===== src/hw/rtl/eitd_pkg.sv =====
// shared constants and types of the edge interval telemetry decoder
// no dependencies
package eitd_pkg;

  localparam int WORD_BITS     = 21;
  localparam int MAX_INTERVALS = 19;
  localparam int TICK_W        = 8;
  localparam int RUN_W         = 3;
  localparam int POS_W         = $clog2(WORD_BITS + 1);
  localparam int WIDX_W        = $clog2(WORD_BITS);
  localparam int CNT_W         = $clog2(MAX_INTERVALS + 1);
  localparam int CFG_IDX_W     = 2;
  localparam int CFG_DATA_W    = 8;
  localparam int IN_TDATA_W    = 8;
  localparam int OUT_TDATA_W   = ((2 * WORD_BITS + 7) / 8) * 8;
  localparam int OUT_PAD_W     = OUT_TDATA_W - 2 * WORD_BITS;

  localparam logic [TICK_W-1:0] ONE_BIT_RST   = 8'd4;
  localparam logic [TICK_W-1:0] TWO_BIT_RST   = 8'd7;
  localparam logic [TICK_W-1:0] THREE_BIT_RST = 8'd13;
  localparam logic [TICK_W-1:0] FOUR_BIT_RST  = 8'd18;

  typedef enum logic [CFG_IDX_W-1:0] {
    CFG_ONE_BIT   = 2'd0,
    CFG_TWO_BIT   = 2'd1,
    CFG_THREE_BIT = 2'd2,
    CFG_FOUR_BIT  = 2'd3
  } cfg_idx_t;

  // command from the sequencer to the bit writer
  typedef struct packed {
    logic preset;
    logic write;
    logic level;
  } bit_cmd_t;

endpackage


===== src/hw/rtl/edge_interval_telemetry_decoder.sv =====
// top level of the edge interval telemetry decoder: sequencer and result register
// depends on eitd_pkg, eitd_cfg_class and eitd_bit_unit
//
//   channel  dir  handshake              payload
//   in_      in   in_tvalid/in_tready    tdata: interval_ticks; tuser: frame_start
//   out_     out  out_tvalid/out_tready  tdata: decoded_word, raw_word
//   cfg_     in   cfg_wr_en              cfg_index, cfg_wdata (8 bit thresholds)
//
// an interval of n bits (0 to 4) holds in_tready low from its transfer while the
// shared bit writer takes one line bit per cycle, and then while the run is closed;
// a lead-in or ignored interval leaves in_tready high
// a frame end waits in an emit step until the result register is free
// rst_n is synchronous; it presets the word to all ones and clears the sequencer
// out_tready low only holds the result register and, at a frame end, the emit step
module edge_interval_telemetry_decoder (
  input  logic                                 clk,
  input  logic                                 rst_n,
  input  logic                                 in_tvalid,
  output logic                                 in_tready,
  input  logic [eitd_pkg::IN_TDATA_W-1:0]      in_tdata,   // [7:0] interval_ticks
  input  logic                                 in_tuser,   // [0] frame_start
  output logic                                 out_tvalid,
  input  logic                                 out_tready,
  output logic [eitd_pkg::OUT_TDATA_W-1:0]     out_tdata,  // [20:0] decoded_word,
                                                           // [41:21] raw_word, rest zero
  input  logic                                 cfg_wr_en,
  input  logic [eitd_pkg::CFG_IDX_W-1:0]       cfg_index,
  input  logic [eitd_pkg::CFG_DATA_W-1:0]      cfg_wdata
);

  typedef enum logic [2:0] {
    ST_IDLE  = 3'b001,
    ST_WRITE = 3'b010,
    ST_EMIT  = 3'b100
  } state_t;

  state_t                               state_r, state_nxt;
  logic [eitd_pkg::RUN_W-1:0]           run_cnt_r, run_cnt_nxt;
  logic [eitd_pkg::CNT_W-1:0]           icount_r, icount_nxt;
  logic                                 level_r, level_nxt;
  logic                                 active_r, active_nxt;
  logic                                 out_valid_r, out_valid_nxt;
  logic [eitd_pkg::WORD_BITS-1:0]       raw_r, raw_nxt;
  logic [eitd_pkg::WORD_BITS-1:0]       dec_r, dec_nxt;
  logic [eitd_pkg::CNT_W-1:0]           icount_inc;
  logic [eitd_pkg::RUN_W-1:0]           run_len;
  logic [eitd_pkg::WORD_BITS-1:0]       word;
  logic [eitd_pkg::TICK_W-1:0]          ticks;
  logic                                 in_xfer;
  eitd_pkg::bit_cmd_t                   cmd;

  assign ticks      = in_tdata[eitd_pkg::TICK_W-1:0];
  assign in_tready  = (state_r == ST_IDLE);
  assign in_xfer    = in_tvalid & in_tready;
  assign icount_inc = icount_r + 1'b1;

  // thresholds and the run length of the interval on the bus
  eitd_cfg_class u_class (
    .clk       (clk),
    .rst_n     (rst_n),
    .cfg_wr_en (cfg_wr_en),
    .cfg_index (cfg_index),
    .cfg_wdata (cfg_wdata),
    .ticks     (ticks),
    .run_len   (run_len)
  );

  // one line bit per cycle into the word while a write is commanded, until the word is full
  eitd_bit_unit u_bits (
    .clk   (clk),
    .rst_n (rst_n),
    .cmd   (cmd),
    .word  (word)
  );

  always_comb begin
    state_nxt     = state_r;
    run_cnt_nxt   = run_cnt_r;
    icount_nxt    = icount_r;
    level_nxt     = level_r;
    active_nxt    = active_r;
    out_valid_nxt = out_valid_r & ~out_tready;
    raw_nxt       = raw_r;
    dec_nxt       = dec_r;
    cmd.preset    = 1'b0;
    cmd.write     = 1'b0;
    cmd.level     = level_r;
    case (state_r)
      ST_IDLE: begin
        if (in_xfer) begin
          if (in_tuser) begin
            // lead-in: open a new frame, abandoning any open one
            cmd.preset = 1'b1;
            level_nxt  = 1'b0;
            icount_nxt = '0;
            active_nxt = 1'b1;
          end else if (active_r) begin
            if (ticks == '0) begin
              state_nxt = ST_EMIT;
            end else begin
              run_cnt_nxt = run_len;
              state_nxt   = ST_WRITE;
            end
          end
        end
      end
      ST_WRITE: begin
        if (run_cnt_r != '0) begin
          cmd.write   = 1'b1;
          run_cnt_nxt = run_cnt_r - 1'b1;
        end else begin
          // run done: flip level and count the interval, even a zero-bit one
          level_nxt  = ~level_r;
          icount_nxt = icount_inc;
          if (icount_inc >= eitd_pkg::CNT_W'(eitd_pkg::MAX_INTERVALS)) begin
            state_nxt = ST_EMIT;
          end else begin
            state_nxt = ST_IDLE;
          end
        end
      end
      ST_EMIT: begin
        if (!out_valid_r || out_tready) begin
          raw_nxt       = word;
          dec_nxt       = word ^ (word >> 1);
          out_valid_nxt = 1'b1;
          active_nxt    = 1'b0;
          state_nxt     = ST_IDLE;
        end
      end
      default: begin
        state_nxt = ST_IDLE;
      end
    endcase
  end

  always_ff @(posedge clk) begin
    if (!rst_n) begin
      state_r     <= ST_IDLE;
      run_cnt_r   <= '0;
      icount_r    <= '0;
      level_r     <= 1'b0;
      active_r    <= 1'b0;
      out_valid_r <= 1'b0;
    end else begin
      state_r     <= state_nxt;
      run_cnt_r   <= run_cnt_nxt;
      icount_r    <= icount_nxt;
      level_r     <= level_nxt;
      active_r    <= active_nxt;
      out_valid_r <= out_valid_nxt;
    end
  end

  // result payload, no reset needed
  always_ff @(posedge clk) begin
    raw_r <= raw_nxt;
    dec_r <= dec_nxt;
  end

  assign out_tvalid = out_valid_r;
  assign out_tdata  = {{eitd_pkg::OUT_PAD_W{1'b0}}, raw_r, dec_r};

endmodule


===== src/hw/rtl/eitd_cfg_class.sv =====
// threshold registers and interval classifier of the telemetry decoder
// depends on eitd_pkg
module eitd_cfg_class (
  input  logic                                clk,
  input  logic                                rst_n,
  input  logic                                cfg_wr_en,
  input  logic [eitd_pkg::CFG_IDX_W-1:0]      cfg_index,
  input  logic [eitd_pkg::CFG_DATA_W-1:0]     cfg_wdata,
  input  logic [eitd_pkg::TICK_W-1:0]         ticks,
  output logic [eitd_pkg::RUN_W-1:0]          run_len
);

  logic [eitd_pkg::TICK_W-1:0] one_r, two_r, three_r, four_r;

  always_ff @(posedge clk) begin
    if (!rst_n) begin
      one_r   <= eitd_pkg::ONE_BIT_RST;
      two_r   <= eitd_pkg::TWO_BIT_RST;
      three_r <= eitd_pkg::THREE_BIT_RST;
      four_r  <= eitd_pkg::FOUR_BIT_RST;
    end else if (cfg_wr_en) begin
      case (eitd_pkg::cfg_idx_t'(cfg_index))
        eitd_pkg::CFG_ONE_BIT:   one_r   <= cfg_wdata;
        eitd_pkg::CFG_TWO_BIT:   two_r   <= cfg_wdata;
        eitd_pkg::CFG_THREE_BIT: three_r <= cfg_wdata;
        eitd_pkg::CFG_FOUR_BIT:  four_r  <= cfg_wdata;
        default: ;
      endcase
    end
  end

  // priority from the longest run down, also for unordered thresholds
  always_comb begin
    if (ticks >= four_r)       run_len = 3'd4;
    else if (ticks >= three_r) run_len = 3'd3;
    else if (ticks >= two_r)   run_len = 3'd2;
    else if (ticks >= one_r)   run_len = 3'd1;
    else                       run_len = 3'd0;
  end

endmodule


===== src/hw/rtl/eitd_bit_unit.sv =====
// shared bit writer: holds the line word and its fill position
// depends on eitd_pkg
module eitd_bit_unit (
  input  logic                              clk,
  input  logic                              rst_n,
  input  eitd_pkg::bit_cmd_t                cmd,
  output logic [eitd_pkg::WORD_BITS-1:0]    word
);

  logic [eitd_pkg::WORD_BITS-1:0] word_r, word_nxt;
  logic [eitd_pkg::POS_W-1:0]     pos_r, pos_nxt;
  logic [eitd_pkg::WIDX_W-1:0]    idx;

  // msb first: position 0 lands on the top bit
  assign idx = eitd_pkg::WIDX_W'(eitd_pkg::WORD_BITS - 1) - pos_r[eitd_pkg::WIDX_W-1:0];

  always_comb begin
    word_nxt = word_r;
    pos_nxt  = pos_r;
    if (cmd.preset) begin
      word_nxt = '1;
      pos_nxt  = '0;
    end else if (cmd.write && (pos_r < eitd_pkg::POS_W'(eitd_pkg::WORD_BITS))) begin
      word_nxt[idx] = cmd.level;
      pos_nxt       = pos_r + 1'b1;
    end
  end

  always_ff @(posedge clk) begin
    if (!rst_n) begin
      word_r <= '1;
      pos_r  <= '0;
    end else begin
      word_r <= word_nxt;
      pos_r  <= pos_nxt;
    end
  end

  assign word = word_r;

endmodule


===== config.mk =====
export PLATFORM = sky130hd
export DESIGN_NAME = edge_interval_telemetry_decoder
export DESIGN_NICKNAME = d
export VERILOG_FILES = /design/src/hw/rtl/eitd_pkg.sv /design/src/hw/rtl/edge_interval_telemetry_decoder.sv /design/src/hw/rtl/eitd_cfg_class.sv /design/src/hw/rtl/eitd_bit_unit.sv
export SDC_FILE = /design/constraint.sdc
export NUM_CORES = 1
export LEC_CHECK = 0
export BUFFER_PORTS_ARGS = -buffer_cell sky130_fd_sc_hd__buf_2
export CORE_UTILIZATION = 30
export CTS_BUF_LIST = sky130_fd_sc_hd__clkbuf_8
export DETAILED_ROUTE_END_ITERATION = 8
export PLACE_DENSITY = 0.53
export REMOVE_ABC_BUFFERS = 1
export SLEW_MARGIN = 25
export SYNTH_ARGS = -nofsm -noshare
export SYNTH_HDL_FRONTEND = slang
export SYNTH_SLANG_ARGS = --single-unit

===== constraint.sdc =====
create_clock -name clk -period 5.15 [get_ports clk]
set_clock_uncertainty 0.05 [all_clocks]
set_input_delay 1.2875 -clock clk [delete_from_list [all_inputs] [get_ports clk]]
set_output_delay 1.2875 -clock clk [all_outputs]
set_load 0.05 [all_outputs]

==> results.toml <==
[timing]
finalCriticalPeriod_ns = 2.937
slew_viol_final = 0
max_clock_freq_mhz = 340.5
rsz0062_at_grt = "no"
setup_violations = 0
setup_ws_ns = 2.213
worst_pin_slew_ns = 0.8346
relSlewSlack_pct = 44.15
hold_violations = 0
tns_ns = 0
fin_crit_sh_pct = 57.03

[die]
io_pins = 74
dieArea_mm2 = 0.01882
fp.coreArea_mm2 = 0.01796
initial_utilization_pct = 30.51
die_w_um = 137.2
die_h_um = 137.2
num_rows = 49

[finish]
diodes = 0
finalInstanceArea_mm2 = 0.006417
layout_commonest_cell = "dfxtp_1"
drive_above_1_share_pct = 18.10
synthToLayoutAreaGrowth_pct = 17.07
num-nets-final = 705
layout_common_cells = "dfxtp_1 (72), nand2_1 (67), buf_2 (67), nor2_1 (65), ha_1 (42)"

[synthesis]
avgSynthCellArea_um2 = 9.566
postSynth.asyncResetShare_pct = 0
ys_warn_count = 0
synth_ff_type = "dfxtp_1"
syn_inst = 573
synth_seq_cells = 113
yosysUniqueCellTypes = 62
seq_area_frac_synth_pct = 48.76
syn_area_mm2 = 0.005482
synth-edff-count = 41

[worst_setup_path]
worst_ep_arrival_time_ns = 1.60
cp_cell_sequence = "or3b_4 -> clkinv_4 -> buf_2"
crit_slowest_cell = "or3b_4"
slowest_delay_ns = 0.44
cp-start-kind = "flop"
criticalPathCategory = "flop to primary output"
end_kind = "primary output"
critical_path.top_delay_family = "simple AND/OR/NAND/NOR gates"
critPathBufInv = 2
critPathMaxFanout = 7
critPathRequiredTime_ns = 3.81

[run]
cap_violations = 0

[pwr]
ir_worst_vdd_uv = 171.6
power.density_mw_per_mm2 = 338.8
p_leak_nw = 2.428

[global_route]
grt_max_degree = 43
grt_use_total_pct = 13.35
grt_pass1_wl_um = 19010
grt_pass1_vias = 3838
antenna_found_initial = 0
grt_overflow_total = 0

[clocking]
clk_latency_ns = 0.44
root_buffer = "clkbuf_8"
clkTransAtPathRegs_ns = 0.07
cts_tree = "built"
cts.sinks = 113
cts_setup_buffers = 0
cts_buffers = 17
postCtsHoldBufs = 0
cts_buffer_depth = 2
htree_levels = 4
ctsResizeCount = 0

[placement]
dp_slack_ns = 1.784
dp_hpwl_um = 8470
portBuffers = 67
globalplace.congestion = 0.8948
placed_area_mm2 = 0.005981

[detailed_routing]
wl_um = 11610
drt-pass1-iter-count = 6
vias_per_cell = 4.644
drcViolationCount = 4
vias = 4091
detail_route.iter0.violations = 135
drtAntennaViolNets = 0
post_drt_wl_per_cell_um = 13.17

[status]
status = "finished with violations"
violations = "DRC"

[min_path]
hp-class = "flop to flop"
-- flip-flops by register name (all words and copies together) (netlist names), 5 cells and up --
signal / flops
u_bits.pos_r: 5
u_class.three_r: 8
u_class.two_r: 8
u_bits.word: 21
icount_r: 5
raw_r: 21
dec_r: 20
u_class.one_r: 8
u_class.four_r: 8
-- through the flow --
stage | instances | power, mW | utilization, % | hold WS, ns
after floorplan | 550 | 1.222 | - | 0.3863
after global placement | 848 | 1.302 | 33.29 | 0.3947
after detailed placement | 848 | 1.309 | 33.29 | 0.3984
after CTS | 880 | 2.201 | 35.61 | 0.4085
after global routing | 881 | 2.288 | 35.72 | 0.4280
final | 881 | 2.174 | 35.72 | 0.4065
-- worst register-to-register path: stages (launching register included) --
cell and delay [ns]:
dfxtp_1 0.59, inv_1 0.15, ha_1 0.33, nand2b_1 0.19, a21oi_1 0.22, mux2_2 0.24, nand3_1 0.11, mux2i_1 0.16
nand2_1 0.07
-- layout make-up --
cell class	instances	area (um2)
Sequential cell	113	2673
Clock buffer	17	234.0
Clock inverter	15	182.7
Tap cell	229	286.5
Timing Repair Buffer	70	370.4
Multi-Input combinational cell	397	2516
Fill cell	1813	11550
Inverter	40	155.1
-- synthesized netlist by cell type, drive strengths merged (3+ instances only) --
library cell / instances / area share, %
dfxtp: 72 / 26
a2111oi: 4 / 0.87
o21a: 6 / 0.82
nand2: 67 / 4.6
inv: 39 / 2.7
nand3: 24 / 2.4
a31oi: 4 / 0.46
mux2i: 9 / 1.6
buf: 15 / 2.0
nor4: 6 / 0.68
nor3b: 3 / 0.41
nor3: 14 / 1.3
ha: 42 / 9.6
a21oi: 38 / 3.5
nor2: 66 / 4.8
edfxtp: 41 / 22
xnor2: 4 / 0.64
o211ai: 8 / 1.1
a211oi: 4 / 0.55
clkbuf: 13 / 0.89
nor2b: 3 / 0.34
o21ai: 24 / 2.3
and3: 3 / 0.34
nand2b: 7 / 0.80
xor2: 22 / 3.5
nand4: 3 / 0.34
-- path summary, 6_finish.rpt --
kind | endpoint | slack [ns] | startpoint | depth (start not counted)
worst max-delay path | in_tready | 2.21 | state_r[0] | 3
worst min-delay path | u_class.two_r[4] | 0.41 | u_class.two_r[4] | 2
worst max register to register | u_bits.word[7] | 2.94 | u_bits.pos_r[0] | 8
worst min register to register | u_class.two_r[4] | 0.41 | u_class.two_r[4] | 2
-- routing by layer --
metal | global-route usage (%) | share of wire (%)
met1 | 15.71 | 46
met2 | 22.05 | 48
met3 | 3.569 | 4.0
met4 | 7.326 | 2.4
met5 | 0 | 0
-- cells by family after synthesis --
group                    count (synthesis)  synth area share, %
buffers and inverters                   68                5.706
multiplexers                            10                1.849
AND/OR/NAND/NOR                        208                17.69
other                                    1              0.06841
XOR/XNOR                                26                4.154
adder cells (fa/ha/maj)                 42                9.587
AO/OA/AOI/OAI                          105                12.19
flip-flops                             113                48.76
-- power by group --
part,switching (mW),internal (mW)
sequential,0.0208,0.956
combinational,0.214,0.101
clock,0.398,0.485
total,0.632,1.54
No activity file was read; power rests on OpenSTA's default activity.
